File: src/rtl/core/dqe_pkg.sv
// Package for the double-ended queue: ring size, derived widths,
// operation and status codes.
// No dependencies.
`default_nettype none

package dqe_pkg;

   localparam int DEPTH  = 16;
   localparam int PTR_W  = (DEPTH > 1) ? $clog2(DEPTH) : 1;
   localparam int CNT_W  = $clog2(DEPTH + 1);
   localparam int SUM_W  = PTR_W + 1;
   localparam int DATA_W = 32;
   localparam int LEN_W  = 5;
   localparam int FILL_W = 5;

   typedef enum logic [1:0] {
      OP_PUSH_FRONT = 2'd0,
      OP_PUSH_BACK  = 2'd1,
      OP_POP_FRONT  = 2'd2,
      OP_POP_BACK   = 2'd3
   } op_type;

   typedef enum logic [1:0] {
      ST_DONE  = 2'd0,
      ST_FULL  = 2'd1,
      ST_EMPTY = 2'd2
   } status_type;

endpackage

`default_nettype wire

File: src/rtl/core/dqe_if.sv
// Valid/ready channel interfaces for the queue request and response.
// Depends on dqe_pkg.
`default_nettype none

interface dqe_req_if import dqe_pkg::*; ();
   logic                     valid;
   logic                     ready;
   logic [1:0]               op;
   logic signed [DATA_W-1:0] value;

   modport source (output valid, output op, output value, input ready);
   modport sink   (input valid, input op, input value, output ready);
endinterface

interface dqe_rsp_if import dqe_pkg::*; ();
   logic                     valid;
   logic                     ready;
   logic signed [DATA_W-1:0] popped_value;
   logic [1:0]               status;
   logic [FILL_W-1:0]        fill_count;

   modport source (output valid, output popped_value, output status, output fill_count,
                   input ready);
   modport sink   (input valid, input popped_value, input status, input fill_count,
                   output ready);
endinterface

`default_nettype wire

File: src/rtl/core/double_ended_queue_top.sv
// Channel     | dir | payload
// req_ch      | in  | op, value
// rsp_ch      | out | popped_value, status, fill_count
// csr_wr_*    | in  | max_length (5 bits)
//
// One transaction per cycle while rsp_ch is not stalled; each request yields its response in the next cycle.
// Entries sit in a synchronous ring memory; front pointer and count are registers.
// A pop's read is issued at accept and lands in the response stage next cycle.
// The response register holds while rsp_ch stalls; req_ch.ready drops only then.
// Reset clears pointer and count and sets the limit to 16; memory is not cleared.
// Depends on dqe_pkg and dqe_if.
`default_nettype none

module double_ended_queue_top import dqe_pkg::*; (
   input  wire logic          clock,
   input  wire logic          reset,
   dqe_req_if.sink            req_ch,
   dqe_rsp_if.source          rsp_ch,
   input  wire logic          csr_wr_en,
   input  wire logic [LEN_W-1:0] csr_wr_data
);

   logic [DATA_W-1:0] mem [DEPTH];

   logic [PTR_W-1:0]  front_ff, front_in;
   logic [CNT_W-1:0]  count_ff, count_in;
   logic [LEN_W-1:0]  max_len_ff;
   logic              rsp_valid_ff;
   logic              pop_done_ff;
   status_type        status_ff, status_in;
   logic [DATA_W-1:0] rd_ff;

   logic              accept;
   logic [CNT_W-1:0]  limit;
   logic [SUM_W-1:0]  back_sum, last_sum;
   logic [PTR_W-1:0]  back_slot, last_slot, front_dec, front_inc;
   logic              wr_en, rd_en, pop_ok;
   logic [PTR_W-1:0]  wr_addr, rd_addr;
   op_type            op;

   assign op         = op_type'(req_ch.op);
   assign req_ch.ready = !rsp_valid_ff || rsp_ch.ready;
   assign accept     = req_ch.valid && req_ch.ready;

   assign limit = (32'(max_len_ff) > 32'(DEPTH)) ? CNT_W'(DEPTH) : CNT_W'(max_len_ff);

   assign back_sum  = SUM_W'(front_ff) + SUM_W'(count_ff);
   assign last_sum  = back_sum - SUM_W'(1);
   assign back_slot = (back_sum >= SUM_W'(DEPTH)) ? PTR_W'(back_sum - SUM_W'(DEPTH))
                                                  : PTR_W'(back_sum);
   assign last_slot = (last_sum >= SUM_W'(DEPTH)) ? PTR_W'(last_sum - SUM_W'(DEPTH))
                                                  : PTR_W'(last_sum);
   assign front_dec = (front_ff == '0) ? PTR_W'(DEPTH - 1) : front_ff - PTR_W'(1);
   assign front_inc = (front_ff == PTR_W'(DEPTH - 1)) ? '0 : front_ff + PTR_W'(1);

   always_comb begin
      front_in  = front_ff;
      count_in  = count_ff;
      status_in = ST_DONE;
      wr_en     = 1'b0;
      rd_en     = 1'b0;
      pop_ok    = 1'b0;
      wr_addr   = back_slot;
      rd_addr   = front_ff;
      case (op)
         OP_PUSH_FRONT, OP_PUSH_BACK: begin
            if (count_ff >= limit) begin
               status_in = ST_FULL;
            end else begin
               wr_en    = accept;
               count_in = count_ff + CNT_W'(1);
               if (op == OP_PUSH_FRONT) begin
                  wr_addr  = front_dec;
                  front_in = front_dec;
               end
            end
         end
         OP_POP_FRONT, OP_POP_BACK: begin
            if (count_ff == '0) begin
               status_in = ST_EMPTY;
            end else begin
               pop_ok   = 1'b1;
               rd_en    = accept;
               count_in = count_ff - CNT_W'(1);
               if (op == OP_POP_FRONT) begin
                  front_in = front_inc;
               end else begin
                  rd_addr = last_slot;
               end
            end
         end
         default: begin
            status_in = ST_DONE;
         end
      endcase
   end

   always_ff @(posedge clock) begin
      if (wr_en) begin
         mem[wr_addr] <= req_ch.value;
      end
      if (rd_en) begin
         rd_ff <= mem[rd_addr];
      end
      if (accept) begin
         status_ff <= status_in;
      end
   end

   always_ff @(posedge clock) begin
      if (reset) begin
         front_ff     <= '0;
         count_ff     <= '0;
         max_len_ff   <= LEN_W'(16);
         rsp_valid_ff <= 1'b0;
         pop_done_ff  <= 1'b0;
      end else begin
         if (csr_wr_en) begin
            max_len_ff <= csr_wr_data;
         end
         if (accept) begin
            front_ff     <= front_in;
            count_ff     <= count_in;
            pop_done_ff  <= pop_ok;
            rsp_valid_ff <= 1'b1;
         end else if (rsp_ch.ready) begin
            rsp_valid_ff <= 1'b0;
         end
      end
   end

   assign rsp_ch.valid        = rsp_valid_ff;
   assign rsp_ch.popped_value = pop_done_ff ? rd_ff : '0;
   assign rsp_ch.status       = status_ff;
   assign rsp_ch.fill_count   = FILL_W'(count_ff);

endmodule

`default_nettype wire

File: src/flat_wrapper.sv
// flat-port wrapper written by rule: the top's interface ports become plain ports
module double_ended_queue_top_flat import dqe_pkg::*;
  (clock, reset, csr_wr_en, csr_wr_data, req_ch_valid, req_ch_op, req_ch_value, req_ch_ready, rsp_ch_valid, rsp_ch_popped_value, rsp_ch_status, rsp_ch_fill_count, rsp_ch_ready);
  dqe_req_if req_ch_i ();
  dqe_rsp_if rsp_ch_i ();
  input  wire logic clock;
  input  wire logic reset;
  input  wire logic csr_wr_en;
  input  wire logic [LEN_W-1:0] csr_wr_data;
  input wire logic [$bits(req_ch_i.valid)-1:0] req_ch_valid;
  input wire logic [$bits(req_ch_i.op)-1:0] req_ch_op;
  input wire logic [$bits(req_ch_i.value)-1:0] req_ch_value;
  output wire logic [$bits(req_ch_i.ready)-1:0] req_ch_ready;
  output wire logic [$bits(rsp_ch_i.valid)-1:0] rsp_ch_valid;
  output wire logic [$bits(rsp_ch_i.popped_value)-1:0] rsp_ch_popped_value;
  output wire logic [$bits(rsp_ch_i.status)-1:0] rsp_ch_status;
  output wire logic [$bits(rsp_ch_i.fill_count)-1:0] rsp_ch_fill_count;
  input wire logic [$bits(rsp_ch_i.ready)-1:0] rsp_ch_ready;
  assign req_ch_i.valid = req_ch_valid;
  assign req_ch_i.op = req_ch_op;
  assign req_ch_i.value = req_ch_value;
  assign req_ch_ready = req_ch_i.ready;
  assign rsp_ch_valid = rsp_ch_i.valid;
  assign rsp_ch_popped_value = rsp_ch_i.popped_value;
  assign rsp_ch_status = rsp_ch_i.status;
  assign rsp_ch_fill_count = rsp_ch_i.fill_count;
  assign rsp_ch_i.ready = rsp_ch_ready;
  double_ended_queue_top u_core (.clock(clock), .reset(reset), .req_ch(req_ch_i), .rsp_ch(rsp_ch_i), .csr_wr_en(csr_wr_en), .csr_wr_data(csr_wr_data));
endmodule
File: config.mk
export PLATFORM = sky130hd
export DESIGN_NAME = double_ended_queue_top_flat
export DESIGN_NICKNAME = d
export VERILOG_FILES = /design/src/rtl/core/dqe_pkg.sv /design/src/rtl/core/dqe_if.sv /design/src/rtl/core/double_ended_queue_top.sv /design/src/flat_wrapper.sv
export SDC_FILE = /design/constraint.sdc
export NUM_CORES = 1
export LEC_CHECK = 0
export BUFFER_PORTS_ARGS = -buffer_cell sky130_fd_sc_hd__buf_2
export CAP_MARGIN = 20
export CELL_PAD_IN_SITES_DETAIL_PLACEMENT = 0
export CELL_PAD_IN_SITES_GLOBAL_PLACEMENT = 1
export CORE_MARGIN = 8
export CORE_UTILIZATION = 39
export DETAILED_ROUTE_END_ITERATION = 10
export GPL_TIMING_DRIVEN = 0
export PLACE_DENSITY_LB_ADDON = 0.25
export SKIP_LAST_GASP = 1
export SYNTH_ARGS = -nofsm -noshare
export SYNTH_HDL_FRONTEND = slang
export SYNTH_SLANG_ARGS = --single-unit
File: constraint.sdc
create_clock -name clock -period 4.4 [get_ports clock]
set_input_delay 0 -clock clock [delete_from_list [all_inputs] [get_ports clock]]
set_output_delay 0 -clock clock [all_outputs]
set_load 0.02 [all_outputs]
==> results list, run 1 <==
* Peak fanout along the critical path: 10
- Highest-count cells in the layout ignoring fill and taps: sky130_fd_sc_hd__edfxtp_1, sky130_fd_sc_hd__and3_1, sky130_fd_sc_hd__a211oi_1, sky130_fd_sc_hd__nor3b_1, sky130_fd_sc_hd__buf_2
* Floorplan die area: 0.0688 mm2
- Across the whole layout, storage elements account for 0.0167 mm2.
* Height of the die: 262 um
- Final hold analysis gives a worst-case slack of 0.0885 ns.
- Power density over the cells: 507 mW/mm2
- A synthesized cell averages 14.8 um2.
- Final-stage net count: 1871
* Reg-to-Reg Start: u_core.rsp_ch.fill_count[1]
- Number of top-level pins: 85
* CTS tree: yes
- Starting Density: 39.3%
- Synthesized instance count: 1601
* Gr usage total: 19.3%
- In the synthesized netlist the async set-or-reset flop fraction comes to 0%.
- Maximum number of pins on one net before global-route repair: 23
- Summed over all cells, the static leakage comes to 0.00993 uW.
- Worst-case vdd ir drop: 0.000381 V
- The layout has 5262 filler cells.
- Number of global-route vias before repair: 15266
* Later-pin clock latency in the skew report: 0.62 ns
* Number of remaining DRC errors: 0
* Layout Area Growth over Synthesis: 18.5%
- Worst min-delay path startpoint: req_ch_op[1]
- Summing over every cut layer, the via total after detailed routing is 14930.
- The flow ran to the end, and the final reports show no timing, DRC or antenna violations.
- Sequential elements use 70.7% of the synthesized area.
- The min-delay analysis places its worst path in the category primary input to flip-flop.
- Data on the critical path is required at its endpoint by 4.88 ns.
- Number of failing hold endpoints at the final stage: 0
- Data arrival time of the critical path: 4.57 ns
* Die Width: 262 um
- Post-DRT Antenna Nets: 0
* Count of yosys warnings during synthesis: 0
- The number of antenna violations at the first check in global routing is 5.
* CTS sink count: 562
- Final Power: 14200 uW
- Minimum clock period after layout: 4.09 ns
* Post-Synthesis Net Count: 1662
* Critical Path Start: u_core.rsp_ch.fill_count[1]
- For this run, the top clock speed supported by timing is 245 MHz.
- RSZ-0062 raised after global routing: false
* Maximum Capacitance Violations: 0
* Root buffer cell: sky130_fd_sc_hd__clkbuf_16
* Via density per instance: 5.65
* Global-route wire length before repair: 100000 um
* Flip-flop cell with the highest count after synthesis: sky130_fd_sc_hd__edfxtp_1
- At the end of routability-driven placement, the weighted congestion stood at 0.797.
- Area used by multi-input combinational logic: 0.00639 mm2
* Crit path capture type: flip-flop
- The worst path uses 92.9% of the clock period.
* Critical Setup Path Class: flip-flop to flip-flop
* Post-DR wirelength/cell: 25.7 um
* Number of enable-type register cells in the synthesized netlist: 546
- Max-slew violations: 0
- Counting flops and latches in the post-synthesis netlist gives 562.
- The H-tree was split into 2 levels.
* DP HPWL: 46200 um
* Clock transition at the registers of the reported paths: 0.06 ns
- Count of different cell masters after synthesis: 56
* Share of cells above drive strength 1: 14.7%
- In this run the core area contains 90 standard-cell rows.
- Cell area after synthesis: 0.0237 mm2
- The total area inside the core boundary comes to 0.0601 mm2.
- Number of search-and-repair iterations in the first detailed-routing pass: 5
- Clock tree buffer depth: 3
- Buffers placed on the I/O ports in this run total 81.
- For the pin with the worst max-slew slack, the measured transition is 0.980 ns.
- Startpoint type of the worst setup path: flip-flop
* Worst slew slack as a fraction of its limit: 34.0%
* Most common cell after layout, fill and taps aside: sky130_fd_sc_hd__edfxtp_1
* Final non-filler cell total: 2644
- TritonCTS created 61 clock buffers.
* Global route total overflow: 0
- Wire length after detailed routing: 68100 um
- Final number of setup-violating endpoints: 0
* Detailed Route Iter0 Violations: 1309
- Placed cell count: 2481
- For the final database, setup skew stands at 0.0176 ns.
[cell type report]
cell class | instances | share of cell area, %
repair buffers | 146 | 4.64
well taps | 782 | 3.49
plain buffers | 138 | 2.31
clock inverters | 40 | 1.30
multi-input cells | 889 | 22.8
diodes | 2 | 0.0178
clock buffers | 73 | 5.68
inverters | 12 | 0.161
flip-flops and latches | 562 | 59.6
[stage by stage]
stage	util (%)	TNS (ns)	worst slack, ns	area, um2
final	46.6	0	0.312	28000
after floorplan	-	0	0.194	23700
after global routing	46.6	0	0.103	28000
after detailed placement	42.6	0	0.0133	25600
after CTS	46.6	0	0.129	28000
after global placement	41.6	-614.33	-1.80	25000
[critical path, stage by stage (launching register included)]
cell,delay [ns]
sky130_fd_sc_hd__dfxtp_1,0.54
sky130_fd_sc_hd__inv_1,0.18
sky130_fd_sc_hd__fa_1,0.74
sky130_fd_sc_hd__ha_1,0.29
sky130_fd_sc_hd__nand3_1,0.09
sky130_fd_sc_hd__a21o_1,0.10
sky130_fd_sc_hd__o21a_1,0.13
sky130_fd_sc_hd__clkbuf_1,0.57
sky130_fd_sc_hd__clkbuf_1,0.65
sky130_fd_sc_hd__a211oi_1,0.15
sky130_fd_sc_hd__nor3b_1,0.33
sky130_fd_sc_hd__or4_1,0.18
[report_power, final]
part,switching (uW),internal (uW)
sequential,58.6,6120
combinational,2020,1010
clock,2130,2880
total,4200,10000
[path summary, 6_finish.rpt]
check	endpoint	slack [ns]	cells after the start
min	u_core.rd_ff[3]	0.09	3
max reg2reg	u_core.rd_ff[13]	0.31	11
max	u_core.rd_ff[13]	0.31	11
min reg2reg	u_core.pop_done_ff	0.62	2
[sequential cells by signal, indices dropped and copies added, names as in the netlist]
signal	count
u_core.rsp_ch.fill_count	5
u_core.mem	512
u_core.pop_done_ff	1
u_core.front_ff	4
u_core.rsp_ch.status	2
u_core.max_len_ff	5
u_core.rd_ff	32
u_core.rsp_ch.valid	1
[cells in the mapped netlist, drive strengths merged, types with 7 or more instances]
library cell  instances  area share [%]
a21o                  7            0.22
dfxtp                16             1.4
a211oi              262             8.4
nand2                17            0.29
buf                  42             1.2
nor2                 33            0.52
o21ai                12            0.25
clkbuf               96             1.5
nor3b               130             4.1
inv                  12            0.19
a21oi                15            0.36
edfxtp              546              69
mux2i                 8            0.34
and2                 33            0.87
or4                  32             1.0
ha                   15            0.79
and3                260             6.9
nor2b                11            0.29
[repair_timing]
| item | CTS | global route |
|---|---|---|
| endpoints found under the hold margin | 527 | 0 |
| setup endpoints to repair | 1 | 11 |
| hold buffers | 48 | 0 |
| buffers inserted | 0 | 0 |
| resized for setup | 1 | 15 |
| pin swaps | 0 | 0 |
[logic make-up (layout without fill, tap and decap cells)]
logic type / Yosys count / after routing / share of synthesized area [%]
flip-flops: 562 / 562 / 70.7
XOR/XNOR: 9 / 9 / 0.428
adder cells (fa/ha/maj): 17 / 17 / 0.962
other: 0 / 2 / 0
AND/OR/NAND/NOR: 537 / 537 / 14.6
AO/OA/AOI/OAI: 317 / 317 / 10.1
buffers and inverters: 150 / 409 / 2.89
multiplexers: 9 / 9 / 0.386
[per-layer routing]
metal | up-vias | GRT usage, % | share of wire [%]
met4 | 0 | 5.43 | 2.6
li1 | 6819 | - | -
met1 | 7545 | 25.5 | 43
met5 | - | 0 | 0
met2 | 450 | 33.0 | 49
met3 | 116 | 2.84 | 5.3
Note: power is estimated with default switching activity, not from simulation.
==> run 2, diff against run 1 <==
--- a/config.mk
+++ b/config.mk
@@ -14,6 +14,7 @@
 export DETAILED_ROUTE_END_ITERATION = 10
 export GPL_TIMING_DRIVEN = 0
 export PLACE_DENSITY_LB_ADDON = 0.25
+export RECOVER_POWER = 100
 export SKIP_LAST_GASP = 1
 export SYNTH_ARGS = -nofsm -noshare
 export SYNTH_HDL_FRONTEND = slang
==> results list, run 2 (synthesis results as in run 1) <==
- The power density over cell area is 509 mW/mm2 (+0.38%).
- The total clock sinks came to 562 (unchanged).
* Number of search-and-repair iterations in the first detailed-routing pass: 5 (unchanged)
* Most common cell after layout, fill and taps aside: sky130_fd_sc_hd__edfxtp_1
- Register with the most flip-flops: u_core.mem
- Compared with the post-synthesis result, the final layout area differs by 17.9%.
- The highest clock frequency the design can meet was 241 MHz (-1.6%).
- Violations in the final reports: max-capacitance violations, max-slew violations
* Share of the core filled with cells in the final layout: 46.4% (-0.26 points)
- RSZ-0062 raised after global routing: false
- Via Count: 14923 (-0.047%)
- Final number of setup-violating endpoints: 0 (unchanged)
* Post-DRT Antenna Nets: 0 (unchanged)
- The placeable core area was 0.0601 mm2 (unchanged).
- The slew at the pin closest to its max-slew limit is 1.99 ns (+1.01 ns).
- The max-cap violation count was 1 (+1).
* Max-slew violations: 18 (+18)
- The count of nets after finishing came to 1871 (unchanged).
* Global route total overflow: 0 (unchanged)
* Maximum number of pins on one net before global-route repair: 23 (unchanged)
- Number of global-route vias before repair: 15266 (unchanged)
- The overall routing resource usage is 19.3% (unchanged).
* Number of remaining DRC errors: 0 (unchanged)
- The worst setup path is of the flip-flop to flip-flop kind.
- The total of buffers placed on input and output ports came to 81 (unchanged).
- Leak pwr: 0.00973 uW (-2.0%)
- DP Area: 0.0256 mm2 (unchanged)
* DP HPWL: 46200 um (unchanged)
- Min-Delay Path Class: primary input to flip-flop
- The number of antenna violations at the first check in global routing was 5 (unchanged).
* Worst r2r path cells: 9 (-2)
* Share of cells above drive strength 1: 11.8% (-3.0 points)
- Detailed Route Iter0 Violations: 1238 (-5.4%)
* Worst clock skew: 0.0143 ns (-0.00334 ns)
* Clock tree buffer depth: 3 (unchanged)
* Starting Density: 39.3% (unchanged)
- CTS tree: yes
- The routed wire length per instance was 25.7 um (-0.11%).
* Minimum clock period after layout: 4.15 ns (+0.0668 ns)
- Crit path capture type: flip-flop
- Final critical-path share of the clock period: 94.4% (+1.5 points)
- Number of top-level pins: 85 (unchanged)
- Root buffer cell: sky130_fd_sc_hd__clkbuf_16
* Worst-case vdd ir drop: 0.000381 V (about the same)
- Top Registers: u_core.mem: 512 flops, u_core.rd_ff: 32 flops
- Final design area excluding fillers: 0.0279 mm2 (-0.55%)
- The run finished, with violations left.
- STA classifies the critical path startpoint as a flip-flop.
- The clock transition at the register clock pins on the worst setup and hold paths after CTS is 0.05 ns (about the same).
* Number of buffers inserted during clock tree synthesis: 61 (unchanged)
* Total of fill cells in the finished design: 5293 (+0.59%)
* Height of the die: 262 um (unchanged)
- Max reg flops: 512 (unchanged)
- Number of failing hold endpoints at the final stage: 0 (unchanged)
- The top cell types in the final layout, fill and taps aside, are sky130_fd_sc_hd__edfxtp_1, sky130_fd_sc_hd__and3_1, sky130_fd_sc_hd__a211oi_1, sky130_fd_sc_hd__clkbuf_1, sky130_fd_sc_hd__nor3b_1.
- Via density per instance: 5.65 (about the same)
* Worst Hold Path Cells: 4 (+1)
- Least setup slack across all paths after layout: 0.245 ns (-0.0668 ns)
- The relative slew slack was -32.8% (-67 points).
- The final estimated routing congestion in global placement is 0.797 (unchanged).
* Wire length after detailed routing: 68000 um (-0.15%)
- Data required, critical path: 4.71 ns (-0.17 ns)
* Peak fanout along the critical path: 20 (+10)
- Depth of the CTS H-tree: 2 (unchanged)
* Standard-cell row count: 90 (unchanged)
- The worst slack at placement was 0.0133 ns (unchanged).
* Floorplan die area: 0.0688 mm2 (unchanged)
- The setup TNS after final layout came to 0 ns (unchanged).
* Global-route wire length before repair: 100000 um (unchanged)
- The clock latency on the worst-skew pair was 0.62 ns (about the same).
- Data arrival time of the critical path: 4.47 ns (-0.10 ns)
- Die Width: 262 um (unchanged)
## run 2: repair_timing
| action | in CTS | in global routing |
|---|---|---|
| endpoints found under the setup margin | 1 | 11 |
| buffers inserted | 0 | 0 |
| hold endpoints to repair | 527 | 0 |
| resized for setup | 1 | 15 |
| hold buffers | 48 | 0 |
## run 2: power breakdown
| part | switching [uW] | internal (uW) | total [uW] |
|---|---|---|---|
| logic | 2000 | 996 | 3000 |
| clock network | 2130 | 2880 | 5010 |
| registers | 59.0 | 6130 | 6190 |
| total | 4190 | 10000 | 14200 |
## run 2: metal layers
layer / wire length, um / part of all wire, % / vias to the layer above / GRT usage (%)
li1: - / - / 6822 / -
met1: 29200 / 43 / 7537 / 25.5
met2: 33400 / 49 / 442 / 33.0
met3: 3530 / 5.2 / 122 / 2.84
met5: 0 / 0 / - / 0
met4: 1830 / 2.7 / 0 / 5.43
## run 2: worst paths after layout
kind / from / end / slack [ns]
hold reg to reg: u_core.pop_done_ff / u_core.pop_done_ff / 0.62
hold / removal: req_ch_op[1] / u_core.front_ff[0] / 0.06
setup reg to reg: u_core.rsp_ch.fill_count[0] / u_core.mem[8][16] / 0.25
setup / recovery: u_core.rsp_ch.fill_count[0] / u_core.mem[8][16] / 0.25
## run 2: layout make-up
type | count | area (um2) | area share [%]
sequential | 562 | 16700 | 59.9
multi-input combinational | 889 | 6330 | 22.7
clock buffer | 73 | 1590 | 5.71
timing repair buffer | 146 | 1200 | 4.32
tap | 782 | 978 | 3.51
buffer | 138 | 647 | 2.32
clock inverter | 40 | 364 | 1.31
inverter | 12 | 45.0 | 0.162
antenna | 1 | 2.50 | 0.00897
## run 2: stage by stage
step           instances  total power, uW  hold slack, ns
6_report            2643            14200          0.0551
5_1_grt             2642            14700          0.0959
4_1_cts             2642            14300          0.0544
3_5_place_dp        2481             9290           0.243
3_3_place_gp        2464             9190           0.222
2_1_floorplan       1601             8060          0.0989
## run 2: critical path, stage by stage, from the launching register on
cell	delay, ns
sky130_fd_sc_hd__dfxtp_1	0.51
sky130_fd_sc_hd__inv_1	0.17
sky130_fd_sc_hd__ha_1	0.32
sky130_fd_sc_hd__nor2b_1	0.14
sky130_fd_sc_hd__o21ai_0	0.15
sky130_fd_sc_hd__a211oi_2	0.58
sky130_fd_sc_hd__clkbuf_1	0.41
sky130_fd_sc_hd__a31oi_1	0.33
sky130_fd_sc_hd__nor2_2	0.93
sky130_fd_sc_hd__buf_12	0.27
